<file path="src/sv/cjd_pkg.sv">
// shared widths, constants and tables for the civil date / julian day converter
`timescale 1ns / 1ps

package cjd_pkg;

    // field widths
    localparam int JD_W       = 23;
    localparam int YEAR_W     = 15;
    localparam int MON_W      = 4;
    localparam int DAY_W      = 5;
    localparam int CFG_IDX_W  = 2;
    localparam int CFG_DATA_W = 23;

    // accept edge to result edge
    localparam int LATENCY = 11;

    // register indexes
    localparam logic [CFG_IDX_W-1:0] REG_CAL_MODE   = 2'd0;
    localparam logic [CFG_IDX_W-1:0] REG_REFORM_DAY = 2'd1;

    // calendar modes
    localparam logic [1:0] MODE_JULIAN    = 2'd0;
    localparam logic [1:0] MODE_GREGORIAN = 2'd1;
    localparam logic [1:0] MODE_REFORM    = 2'd2;

    localparam logic [JD_W-1:0] REFORM_DAY_RST = 23'd2299161;

    // result limits
    localparam logic [JD_W-1:0]          JD_MAX   = 23'd5373484;
    localparam logic signed [YEAR_W-1:0] YEAR_MAX = 15'sd9999;
    localparam logic signed [YEAR_W-1:0] YEAR_MIN = -15'sd4713;

    typedef logic [JD_W-1:0] t_jd;

    // floor(30.6001 * k) for k in 0..16
    function automatic logic [8:0] month_days(input logic [4:0] k);
        logic [8:0] v;
        case (k)
            5'd0:    v = 9'd0;
            5'd1:    v = 9'd30;
            5'd2:    v = 9'd61;
            5'd3:    v = 9'd91;
            5'd4:    v = 9'd122;
            5'd5:    v = 9'd153;
            5'd6:    v = 9'd183;
            5'd7:    v = 9'd214;
            5'd8:    v = 9'd244;
            5'd9:    v = 9'd275;
            5'd10:   v = 9'd306;
            5'd11:   v = 9'd336;
            5'd12:   v = 9'd367;
            5'd13:   v = 9'd397;
            5'd14:   v = 9'd428;
            5'd15:   v = 9'd459;
            5'd16:   v = 9'd489;
            default: v = 9'd0;
        endcase
        return v;
    endfunction

endpackage

</file>
<file path="src/sv/civil_julian_day_converter.sv">
// civil date <-> julian day number converter, eleven stage pipeline
`timescale 1ns / 1ps
//
//  channel   direction  handshake              payload
//  command   in         start, busy            i_op, i_year, i_month, i_day, i_julian_day
//  result    out        o_valid (one cycle)    o_day_number_out, o_year_out, o_month_out,
//                                              o_day_out
//  config    in         i_cfg_we               i_cfg_idx, i_cfg_data
//
//  one item enters per cycle; the pipeline depth is set by the day-number-to-date path
//  (three reciprocal divisions, each a multiply stage and a correction stage). busy is
//  never raised. reset clears the valid line and loads the calendar registers; payload is
//  not reset. results are strobed for one cycle and the receiver cannot hold them off.

module civil_julian_day_converter
    import cjd_pkg::*;
(
    input  logic                         i_clk,
    input  logic                         i_rst_n,
    input  logic                         start,
    output logic                         busy,
    input  logic                         i_op,
    input  logic signed [YEAR_W-1:0]     i_year,
    input  logic [MON_W-1:0]             i_month,
    input  logic [DAY_W-1:0]             i_day,
    input  logic [JD_W-1:0]              i_julian_day,
    input  logic                         i_cfg_we,
    input  logic [CFG_IDX_W-1:0]         i_cfg_idx,
    input  logic [CFG_DATA_W-1:0]        i_cfg_data,
    output logic                         o_valid,
    output logic [JD_W-1:0]              o_day_number_out,
    output logic signed [YEAR_W-1:0]     o_year_out,
    output logic [MON_W-1:0]             o_month_out,
    output logic [DAY_W-1:0]             o_day_out
);

    localparam int STG = LATENCY - 1;

    // reciprocal constants: m = floor(2^k / d), quotient then needs at most one +1
    localparam int    X_DIV = 146097;
    localparam int    X_K   = 26;
    localparam longint X_MUL = (longint'(1) << X_K) / X_DIV;
    localparam int    C_DIV = 7305;
    localparam int    C_K   = 28;
    localparam longint C_MUL = (longint'(1) << C_K) / C_DIV;
    localparam int    E_DIV = 306001;
    localparam int    E_K   = 23;
    localparam longint E_MUL = (longint'(1) << E_K) / E_DIV;
    localparam int    H_DIV = 100;
    localparam int    H_K   = 16;
    localparam longint H_MUL = (longint'(1) << H_K) / H_DIV;

    // julian handling test for a day number
    function automatic logic use_julian(input logic [1:0] mode, input t_jd reform,
                                        input logic signed [27:0] jd);
        logic r;
        case (mode)
            MODE_JULIAN: r = 1'b1;
            MODE_REFORM: r = (jd < $signed({5'b00000, reform}));
            default:     r = 1'b0;
        endcase
        return r;
    endfunction

    // configuration registers
    logic [1:0] r_cal_mode;
    t_jd        r_reform_day;

    always_ff @(posedge i_clk) begin
        if (!i_rst_n) begin
            r_cal_mode   <= MODE_GREGORIAN;
            r_reform_day <= REFORM_DAY_RST;
        end else if (i_cfg_we) begin
            case (i_cfg_idx)
                REG_CAL_MODE:   r_cal_mode   <= i_cfg_data[1:0];
                REG_REFORM_DAY: r_reform_day <= i_cfg_data;
                default:        ;
            endcase
        end
    end

    assign busy = 1'b0;

    // valid and op travel alongside the data
    logic             n_accept;
    logic [STG-1:0]   r_vld;
    logic [STG-1:0]   r_op;
    logic             r_valid;

    assign n_accept = start & ~busy;

    always_ff @(posedge i_clk) begin
        if (!i_rst_n) begin
            r_vld   <= '0;
            r_valid <= 1'b0;
        end else begin
            r_vld   <= {r_vld[STG-2:0], n_accept};
            r_valid <= r_vld[STG-1];
        end
    end

    always_ff @(posedge i_clk) begin
        r_op <= {r_op[STG-2:0], i_op};
    end

    // stage 1: month shift, first gregorian product
    logic signed [15:0] n_yadj1;
    logic [3:0]         n_madj1;
    logic [25:0]        n_xn1;
    logic [34:0]        n_px1;
    logic               n_jul1;

    assign n_yadj1 = (i_month <= 4'd2) ? ($signed({i_year[YEAR_W-1], i_year}) - 16'sd1)
                                       : $signed({i_year[YEAR_W-1], i_year});
    assign n_madj1 = (i_month <= 4'd2) ? (i_month + 4'd12) : i_month;
    assign n_xn1   = {1'b0, i_julian_day, 2'b00} + 26'd128179;
    assign n_px1   = 35'(n_xn1) * 35'(X_MUL);
    assign n_jul1  = use_julian(r_cal_mode, r_reform_day, $signed({5'b00000, i_julian_day}));

    logic signed [15:0] r1_yadj;
    logic [3:0]         r1_madj;
    logic [DAY_W-1:0]   r1_d;
    t_jd                r1_jd;
    logic [34:0]        r1_px;
    logic               r1_jul;

    always_ff @(posedge i_clk) begin
        r1_yadj <= n_yadj1;
        r1_madj <= n_madj1;
        r1_d    <= i_day;
        r1_jd   <= i_julian_day;
        r1_px   <= n_px1;
        r1_jul  <= n_jul1;
    end

    // stage 2: gregorian century term, year products, month table
    logic [25:0]        xn2;
    logic [8:0]         xq0;
    logic [26:0]        x_rem;
    logic [8:0]         xq;
    logic signed [8:0]  n_x2;
    logic signed [15:0] y4716;
    logic signed [26:0] n_t1p2;
    logic [15:0]        n_nh2;
    logic [25:0]        n_ph2;
    logic [8:0]         n_t2_2;

    assign xn2    = {1'b0, r1_jd, 2'b00} + 26'd128179;
    assign xq0    = r1_px[34:26];
    assign x_rem  = 27'(xn2) - 27'(xq0) * 27'(X_DIV);
    assign xq     = xq0 + {8'd0, (x_rem >= 27'(X_DIV))};
    assign n_x2   = $signed(xq - 9'd52);
    assign y4716  = r1_yadj + 16'sd4716;
    assign n_t1p2 = 27'(y4716) * 27'sd1461;
    assign n_nh2  = $unsigned(r1_yadj + 16'sd16500);
    assign n_ph2  = 26'(n_nh2) * 26'(H_MUL);
    assign n_t2_2 = month_days({1'b0, r1_madj} + 5'd1);

    t_jd                r2_jd;
    logic               r2_jul;
    logic signed [8:0]  r2_x;
    logic signed [26:0] r2_t1p;
    logic [15:0]        r2_nh;
    logic [25:0]        r2_ph;
    logic [8:0]         r2_t2;
    logic [DAY_W-1:0]   r2_d;

    always_ff @(posedge i_clk) begin
        r2_jd  <= r1_jd;
        r2_jul <= r1_jul;
        r2_x   <= n_x2;
        r2_t1p <= n_t1p2;
        r2_nh  <= n_nh2;
        r2_ph  <= n_ph2;
        r2_t2  <= n_t2_2;
        r2_d   <= r1_d;
    end

    // stage 3: b for the day path, floored century and partial sum for the date path
    logic signed [24:0] jd25;
    logic signed [24:0] a_greg;
    logic signed [24:0] a_sel;
    logic [23:0]        n_b3;
    logic [9:0]         hq0;
    logic [16:0]        h_rem;
    logic [9:0]         hq;
    logic signed [9:0]  n_a3;
    logic signed [27:0] n_sum3;

    assign jd25   = $signed({2'b00, r2_jd});
    assign a_greg = jd25 + 25'sd1 + 25'(r2_x) - 25'(r2_x >>> 2);
    assign a_sel  = r2_jul ? jd25 : a_greg;
    assign n_b3   = 24'(a_sel + 25'sd1524);
    assign hq0    = r2_ph[25:16];
    assign h_rem  = 17'(r2_nh) - 17'(hq0) * 17'(H_DIV);
    assign hq     = hq0 + {9'd0, (h_rem >= 17'(H_DIV))};
    assign n_a3   = $signed(hq - 10'd165);
    assign n_sum3 = 28'(r2_t1p >>> 2) + $signed({19'd0, r2_t2}) + $signed({23'd0, r2_d})
                    - 28'sd1524;

    logic [23:0]        r3_b;
    logic signed [9:0]  r3_a;
    logic signed [27:0] r3_sum;

    always_ff @(posedge i_clk) begin
        r3_b   <= n_b3;
        r3_a   <= n_a3;
        r3_sum <= n_sum3;
    end

    // stage 4: product for c, gregorian correction b
    logic [27:0]       n_nc4;
    logic [43:0]       n_pc4;
    logic signed [9:0] n_bb4;

    assign n_nc4 = 28'(r3_b) * 28'd20 - 28'd2442;
    assign n_pc4 = 44'(n_nc4) * 44'(C_MUL);
    assign n_bb4 = 10'sd2 - r3_a + (r3_a >>> 2);

    logic [23:0]        r4_b;
    logic [27:0]        r4_nc;
    logic [43:0]        r4_pc;
    logic signed [9:0]  r4_bb;
    logic signed [27:0] r4_sum;

    always_ff @(posedge i_clk) begin
        r4_b   <= r3_b;
        r4_nc  <= n_nc4;
        r4_pc  <= n_pc4;
        r4_bb  <= n_bb4;
        r4_sum <= r3_sum;
    end

    // stage 5: c with correction, reform choice for the date path
    logic [15:0]        cq0;
    logic [28:0]        c_rem;
    logic [14:0]        n_c5;
    logic signed [27:0] jdg;
    logic signed [27:0] n_jd5;

    assign cq0   = r4_pc[43:28];
    assign c_rem = 29'(r4_nc) - 29'(cq0) * 29'(C_DIV);
    assign n_c5  = 15'(cq0 + {15'd0, (c_rem >= 29'(C_DIV))});
    assign jdg   = r4_sum + 28'(r4_bb);
    assign n_jd5 = use_julian(r_cal_mode, r_reform_day, jdg) ? r4_sum : jdg;

    logic [23:0]        r5_b;
    logic [14:0]        r5_c;
    logic signed [27:0] r5_jd;

    always_ff @(posedge i_clk) begin
        r5_b  <= r4_b;
        r5_c  <= n_c5;
        r5_jd <= n_jd5;
    end

    // stage 6: d = floor(1461 c / 4), day number clamp
    logic [25:0] dprod;
    logic [23:0] n_d6;
    t_jd         n_jdo6;

    assign dprod = 26'(r5_c) * 26'd1461;
    assign n_d6  = 24'(dprod >> 2);

    always_comb begin
        if (r5_jd < 28'sd0) begin
            n_jdo6 = '0;
        end else if (r5_jd > $signed({5'b00000, JD_MAX})) begin
            n_jdo6 = JD_MAX;
        end else begin
            n_jdo6 = r5_jd[JD_W-1:0];
        end
    end

    logic [23:0] r6_b;
    logic [23:0] r6_d;
    logic [14:0] r6_c;
    t_jd         r6_jdo;

    always_ff @(posedge i_clk) begin
        r6_b   <= r5_b;
        r6_d   <= n_d6;
        r6_c   <= r5_c;
        r6_jdo <= n_jdo6;
    end

    // stage 7: days into the year count, scaled for the month division
    logic [8:0]  n_bd7;
    logic [22:0] n_ne7;

    assign n_bd7 = 9'(r6_b - r6_d);
    assign n_ne7 = 23'(n_bd7) * 23'd10000;

    logic [8:0]  r7_bd;
    logic [22:0] r7_ne;
    logic [14:0] r7_c;
    t_jd         r7_jdo;

    always_ff @(posedge i_clk) begin
        r7_bd  <= n_bd7;
        r7_ne  <= n_ne7;
        r7_c   <= r6_c;
        r7_jdo <= r6_jdo;
    end

    // stage 8: product for e
    logic [27:0] n_pe8;

    assign n_pe8 = 28'(r7_ne) * 28'(E_MUL);

    logic [8:0]  r8_bd;
    logic [22:0] r8_ne;
    logic [27:0] r8_pe;
    logic [14:0] r8_c;
    t_jd         r8_jdo;

    always_ff @(posedge i_clk) begin
        r8_bd  <= r7_bd;
        r8_ne  <= r7_ne;
        r8_pe  <= n_pe8;
        r8_c   <= r7_c;
        r8_jdo <= r7_jdo;
    end

    // stage 9: e with correction
    logic [4:0]  eq0;
    logic [23:0] e_rem;
    logic [3:0]  n_e9;

    assign eq0   = r8_pe[27:23];
    assign e_rem = 24'(r8_ne) - 24'(eq0) * 24'(E_DIV);
    assign n_e9  = 4'(eq0 + {4'd0, (e_rem >= 24'(E_DIV))});

    logic [8:0]  r9_bd;
    logic [3:0]  r9_e;
    logic [14:0] r9_c;
    t_jd         r9_jdo;

    always_ff @(posedge i_clk) begin
        r9_bd  <= r8_bd;
        r9_e   <= n_e9;
        r9_c   <= r8_c;
        r9_jdo <= r8_jdo;
    end

    // stage 10: day, month and year before the range clamp
    logic [DAY_W-1:0]   n_dd10;
    logic [MON_W-1:0]   n_m10;
    logic signed [15:0] n_y10;

    assign n_dd10 = 5'(r9_bd - month_days({1'b0, r9_e}));
    assign n_m10  = (r9_e <= 4'd13) ? (r9_e - 4'd1) : (r9_e - 4'd13);
    assign n_y10  = $signed({1'b0, r9_c}) - ((r9_e <= 4'd13) ? 16'sd4716 : 16'sd4715);

    logic [DAY_W-1:0]   r10_dd;
    logic [MON_W-1:0]   r10_m;
    logic signed [15:0] r10_y;
    t_jd                r10_jdo;

    always_ff @(posedge i_clk) begin
        r10_dd  <= n_dd10;
        r10_m   <= n_m10;
        r10_y   <= n_y10;
        r10_jdo <= r9_jdo;
    end

    // output stage: date clamp and op select
    t_jd                      n_day_number_out;
    logic signed [YEAR_W-1:0] n_year_out;
    logic [MON_W-1:0]         n_month_out;
    logic [DAY_W-1:0]         n_day_out;

    always_comb begin
        n_day_number_out = '0;
        n_year_out       = '0;
        n_month_out      = '0;
        n_day_out        = '0;
        if (!r_op[STG-1]) begin
            n_day_number_out = r10_jdo;
        end else if (r10_y > 16'(YEAR_MAX)) begin
            n_year_out  = YEAR_MAX;
            n_month_out = 4'd12;
            n_day_out   = 5'd31;
        end else if (r10_y < 16'(YEAR_MIN)) begin
            n_year_out  = YEAR_MIN;
            n_month_out = 4'd1;
            n_day_out   = 5'd1;
        end else begin
            n_year_out  = r10_y[YEAR_W-1:0];
            n_month_out = r10_m;
            n_day_out   = r10_dd;
        end
    end

    t_jd                      r_day_number_out;
    logic signed [YEAR_W-1:0] r_year_out;
    logic [MON_W-1:0]         r_month_out;
    logic [DAY_W-1:0]         r_day_out;

    always_ff @(posedge i_clk) begin
        r_day_number_out <= n_day_number_out;
        r_year_out       <= n_year_out;
        r_month_out      <= n_month_out;
        r_day_out        <= n_day_out;
    end

    assign o_valid          = r_valid;
    assign o_day_number_out = r_day_number_out;
    assign o_year_out       = r_year_out;
    assign o_month_out      = r_month_out;
    assign o_day_out        = r_day_out;

endmodule

</file>
<file path="config.mk">
export PLATFORM = sky130hd
export DESIGN_NAME = civil_julian_day_converter
export DESIGN_NICKNAME = d
export VERILOG_FILES = /design/src/sv/cjd_pkg.sv /design/src/sv/civil_julian_day_converter.sv
export SDC_FILE = /design/constraint.sdc
export NUM_CORES = 2
export LEC_CHECK = 0
export BUFFER_PORTS_ARGS = -buffer_cell sky130_fd_sc_hd__buf_2
export CAP_MARGIN = 30
export CORE_UTILIZATION = 55
export CTS_BUF_LIST = sky130_fd_sc_hd__clkbuf_16
export CTS_CLUSTER_DIAMETER = 60
export DETAILED_ROUTE_END_ITERATION = 8
export GPL_TIMING_DRIVEN = 0
export HOLD_SLACK_MARGIN = 0.1
export PLACE_DENSITY = 0.71
export SLEW_MARGIN = 10
export SYNTH_ARGS = -nofsm -noshare
export SYNTH_HDL_FRONTEND = slang
export SYNTH_SLANG_ARGS = --single-unit
</file>
<file path="constraint.sdc">
create_clock -name i_clk -period 10.8 [get_ports i_clk]
set_clock_uncertainty 0.1 [all_clocks]
set_input_delay 1.08 -clock i_clk [delete_from_list [all_inputs] [get_ports i_clk]]
set_output_delay 1.08 -clock i_clk [all_outputs]
set_load 0.02 [all_outputs]
</file>
==> impl_metrics.xml <==
<?xml version="1.0" encoding="UTF-8"?>
<metrics>
  <group name="synth">
    <metric name="yosys.area_share.simple" unit="">0.0818</metric>
    <metric name="synth_nets" unit="">7849</metric>
    <metric name="cells_after_synthesis" unit="">6023</metric>
    <metric name="largest_family_of_logic_cells_by_synthesized_area" unit="">adder cells</metric>
    <metric name="synth_xor_area_frac" unit="">0.0595</metric>
    <metric name="ys_async_sr_fraction" unit="">0</metric>
    <metric name="seq_area_frac_synth" unit="">0.241</metric>
    <metric name="synth.avg_cell_area" unit="µm²">10.0</metric>
    <metric name="area_fraction_in_compound_gates_after_synthesis" unit="">0.0969</metric>
    <metric name="synth_top_cell_by_area" unit="">sky130_fd_sc_hd__ha_1</metric>
    <metric name="synthMuxAreaShare" unit="">0.0103</metric>
    <metric name="netlist_area" unit="µm²">60300</metric>
    <metric name="yosysUniqueCellTypes" unit="">105</metric>
    <metric name="ys.flop_type" unit="">sky130_fd_sc_hd__dfxtp_1</metric>
    <metric name="synth.top_cell.area_share" unit="">0.246</metric>
    <metric name="yosys_warnings" unit="">0</metric>
    <metric name="post_synth_edffs" unit="">0</metric>
    <metric name="synth_top_cells_by_area" unit="">sky130_fd_sc_hd__ha_1 25%, sky130_fd_sc_hd__dfxtp_1 24%, sky130_fd_sc_hd__fa_1 19%</metric>
    <metric name="adder_and_majority_gate_portion_of_the_synthesized_area" unit="">0.433</metric>
    <metric name="synth.ff_latch_count" unit="">727</metric>
  </group>
  <group name="timing">
    <metric name="finalHoldWorstSlack" unit="ns">0.199</metric>
    <metric name="setup_violations" unit="">0</metric>
    <metric name="worst_slew_pin_tran" unit="ns">1.01</metric>
    <metric name="unrepaired_setup_endpoints_after_global_routing" unit="">false</metric>
    <metric name="finalSetupTns" unit="ns">0</metric>
    <metric name="timing_hold_violations_final" unit="">0</metric>
    <metric name="timing.slew.headroom" unit="">0.326</metric>
    <metric name="fmax" unit="MHz">97.1</metric>
    <metric name="period_needed" unit="ns">10.29</metric>
    <metric name="timing.final.max_slew_violations" unit="">0</metric>
    <metric name="layout_worst_path_cycle_share" unit="">0.953</metric>
  </group>
  <group name="floorplanning">
    <metric name="effective_utilization_at_floorplan" unit="">0.554</metric>
    <metric name="num_rows" unit="">121</metric>
    <metric name="area_of_the_placeable_core" unit="µm²">109000</metric>
    <metric name="dieWidth" unit="µm">333</metric>
    <metric name="design.portCount" unit="">126</metric>
    <metric name="design.die.area" unit="µm²">111000</metric>
    <metric name="die_height" unit="µm">333</metric>
  </group>
  <group name="outcome">
    <metric name="outcome" unit="">finished, final reports clean</metric>
  </group>
  <group name="critical_path">
    <metric name="crit_fanout" unit="">7</metric>
    <metric name="worst_r2r_path_depth" unit="">31</metric>
    <metric name="critical-path-slowest-cell" unit="">sky130_fd_sc_hd__xor2_1</metric>
    <metric name="worst_ep_arrival_time" unit="ns">10.73</metric>
    <metric name="cp.required" unit="ns">11.24</metric>
    <metric name="critPathKind" unit="">reg -&gt; reg</metric>
    <metric name="worstReg2RegStart" unit="">r3_b[1]</metric>
    <metric name="cpMostUsedCell" unit="">sky130_fd_sc_hd__fa_1</metric>
    <metric name="setup.worst_path.end" unit="">r4_pc[43]</metric>
    <metric name="critPathCaptureType" unit="">flop</metric>
    <metric name="setup.reg_to_reg.worst_slack" unit="ns">0.51</metric>
    <metric name="worstReg2RegEnd" unit="">r4_pc[43]</metric>
    <metric name="slowest_delay" unit="ns">0.82</metric>
    <metric name="launching_instance_or_port_of_the_critical_path" unit="">r3_b[1]</metric>
    <metric name="crit_path_start_kind" unit="">flop</metric>
  </group>
  <group name="clock_tree">
    <metric name="cts.path.max_buffers" unit="">3</metric>
    <metric name="numCtsBuffers" unit="">80</metric>
    <metric name="clk_latency" unit="ns">0.67</metric>
    <metric name="htree_levels" unit="">3</metric>
    <metric name="clk_transition_reported_paths" unit="ns">0.06</metric>
    <metric name="postCtsHoldBufs" unit="">0</metric>
    <metric name="clock_tree_root" unit="">sky130_fd_sc_hd__clkbuf_16</metric>
    <metric name="clock_tree_from_tritoncts" unit="">yes</metric>
    <metric name="cts_sinks" unit="">727</metric>
  </group>
  <group name="finish">
    <metric name="syn_to_final_growth" unit="%">8.74</metric>
    <metric name="final_layout_size_suffix_gt1_frac" unit="">0.0586</metric>
    <metric name="fin_nets" unit="">8079</metric>
    <metric name="multi_input_area" unit="µm²">41100</metric>
    <metric name="layout.cells.most_common" unit="">sky130_fd_sc_hd__inv_1</metric>
    <metric name="most-common-layout-cells" unit="">1188 x sky130_fd_sc_hd__inv_1, 1186 x sky130_fd_sc_hd__ha_1, 725 x sky130_fd_sc_hd__dfxtp_1</metric>
    <metric name="final.fill_count" unit="">9103</metric>
    <metric name="seq_area" unit="µm²">14600</metric>
  </group>
  <group name="grt">
    <metric name="grt.met2_usage" unit="">0.394</metric>
    <metric name="antenna_found_initial" unit="">3</metric>
    <metric name="grtUsageTotal" unit="">0.220</metric>
    <metric name="globalRoute.totalOverflow" unit="">0</metric>
    <metric name="grt_start_max_net_pins" unit="">21</metric>
    <metric name="global_route_wire_length_before_repair" unit="mm">200</metric>
    <metric name="top_usage_layer_grt" unit="">met2</metric>
    <metric name="number_of_global_route_vias_before_repair" unit="">41213</metric>
    <metric name="grt_util_met3" unit="">0.0278</metric>
    <metric name="groute.layer.met1.usage" unit="">0.273</metric>
  </group>
  <group name="routing">
    <metric name="post-route-drc-count" unit="">0</metric>
    <metric name="number_of_detailed_route_iterations_in_the_first_pass" unit="">8</metric>
    <metric name="viasPerCell" unit="">5.20</metric>
    <metric name="initialDrtViolationCount" unit="">1709</metric>
    <metric name="vias" unit="">40181</metric>
    <metric name="final_routed_wirelength" unit="mm">118</metric>
    <metric name="detail-route-antenna-nets" unit="">0</metric>
    <metric name="post_drt_wl_per_cell" unit="µm">15.3</metric>
  </group>
  <group name="flow_run">
    <metric name="max_cap_violations" unit="">0</metric>
  </group>
  <group name="worst_hold_path">
    <metric name="hold_class" unit="">reg -&gt; reg</metric>
  </group>
  <group name="placement">
    <metric name="place_congestion" unit="">0.938</metric>
    <metric name="port_buffers" unit="">123</metric>
    <metric name="post-dp-hpwl" unit="mm">99.7</metric>
  </group>
</metrics>
==> flip-flops by register name, indices dropped and copies added (netlist names), 16 cells and up, named ones only <==
| signal | flops |
|---|---|
| r4_pc | 17 |
| o_day_number_out | 23 |
| r2_t1p | 25 |
| r3_sum | 28 |
| r6_jdo | 23 |
| r_reform_day | 23 |
| r10_jdo | 23 |
| r8_jdo | 23 |
| r1_yadj | 16 |
| r4_sum | 28 |
| r1_jd | 22 |
| r10_y | 16 |
| r4_nc | 25 |
| r5_jd | 28 |
| r9_jdo | 23 |
| r2_jd | 23 |
| r7_jdo | 23 |
| r3_b | 24 |
==> metrics by stage <==
stage	std cells	util	setup WS, ns	cell area, µm²
final	7729	0.603	0.506	65500
after global routing	7729	0.603	0.00121	65500
after CTS	7721	0.602	0.135	65500
after detailed placement	7576	0.578	-0.0985	62800
after global placement	7560	0.576	-0.0385	62700
after floorplan	6023	-	1.36	60300
==> layer usage <==
metal  vias to the layer above  wire [µm]
met3                       199       3710
met5                         -          0
li1                      20251          -
met4                         0       3780
met2                       561      59200
met1                     19170      51800
==> area by class of cell <==
cell class	count	share of cell area
antenna	2	0.0000764
buffer	47	0.00302
clock buffer	80	0.0305
clock inverter	62	0.00979
inverter	1178	0.0675
multi-input combinational	4071	0.628
sequential	727	0.222
tap	1414	0.0270
timing repair buffer	148	0.0123
==> cells by family (layout without fill, tap and decap cells) <==
| logic type | count (synthesis) | count (layout) |
|---|---|---|
| fa+ha+maj | 1749 | 1749 |
| other cells | 1 | 3 |
| buf+inv | 1225 | 1515 |
| mux | 53 | 53 |
| simple gates | 979 | 979 |
| xor+xnor | 406 | 406 |
| compound gates | 883 | 883 |
| flops | 727 | 727 |
==> worst max-delay path, delay by kind of cell (launching register included) <==
kind	cells	cell delay, ns
compound gates	11	2.66
flops	1	0.44
xor+xnor	1	0.82
fa+ha+maj	10	4.00
buf+inv	2	0.09
mux	1	0.51
simple gates	6	1.55
==> synth_stat cells, types with 8 or more instances <==
library cell and instances:
sky130_fd_sc_hd__mux2i_1 18, sky130_fd_sc_hd__a41oi_1 9, sky130_fd_sc_hd__a211o_1 15, sky130_fd_sc_hd__nor2_1 271, sky130_fd_sc_hd__mux2_2 13, sky130_fd_sc_hd__or2_2 28, sky130_fd_sc_hd__a31o_2 11, sky130_fd_sc_hd__o211ai_1 34
sky130_fd_sc_hd__o21ai_0 159, sky130_fd_sc_hd__mux2_1 18, sky130_fd_sc_hd__nand2b_1 51, sky130_fd_sc_hd__a21oi_1 240, sky130_fd_sc_hd__nand4_1 34, sky130_fd_sc_hd__or3_1 16, sky130_fd_sc_hd__inv_1 1178, sky130_fd_sc_hd__a211oi_1 21
sky130_fd_sc_hd__nand2_1 212, sky130_fd_sc_hd__o21a_1 56, sky130_fd_sc_hd__nor2b_1 70, sky130_fd_sc_hd__or4_1 12, sky130_fd_sc_hd__fa_1 563, sky130_fd_sc_hd__nor4_1 14, sky130_fd_sc_hd__nand3_1 67, sky130_fd_sc_hd__and2_1 47
sky130_fd_sc_hd__o31ai_1 16, sky130_fd_sc_hd__nor3_1 69, sky130_fd_sc_hd__a2111oi_0 13, sky130_fd_sc_hd__and3_1 25, sky130_fd_sc_hd__o21bai_1 33, sky130_fd_sc_hd__xor2_1 157, sky130_fd_sc_hd__a31oi_1 19, sky130_fd_sc_hd__ha_1 1186
sky130_fd_sc_hd__clkbuf_1 42, sky130_fd_sc_hd__dfxtp_1 727, sky130_fd_sc_hd__nor3b_1 13, sky130_fd_sc_hd__a21o_1 121, sky130_fd_sc_hd__a221oi_1 8, sky130_fd_sc_hd__xnor2_1 246, sky130_fd_sc_hd__a21boi_0 31
==> timing repair <==
item                                    4_1_cts  5_1_grt
buffers inserted                              3        0
resized for setup                             0        5
endpoints found under the setup margin        2        7
pin swaps                                     1        0
==> worst min-delay path by stage <==
| stage | startpoint | to | slack, ns | cells after the start |
|---|---|---|---|---|
| after floorplan | r9_jdo[0] | r10_jdo[0] | 0.21 | 0 |
| after CTS | r7_jdo[20] | r8_jdo[20] | 0.20 | 0 |
| after global placement | r6_c[4] | r7_c[4] | 0.21 | 0 |
| after detailed placement | r1_jul | r2_jul | 0.21 | 0 |
| final | r6_c[8] | r7_c[8] | 0.20 | 0 |
| after global routing | r6_c[8] | r7_c[8] | 0.20 | 0 |
Power is not shown: default switching activity piles up to over one toggle a cycle in this logic, so the estimate is an artifact.
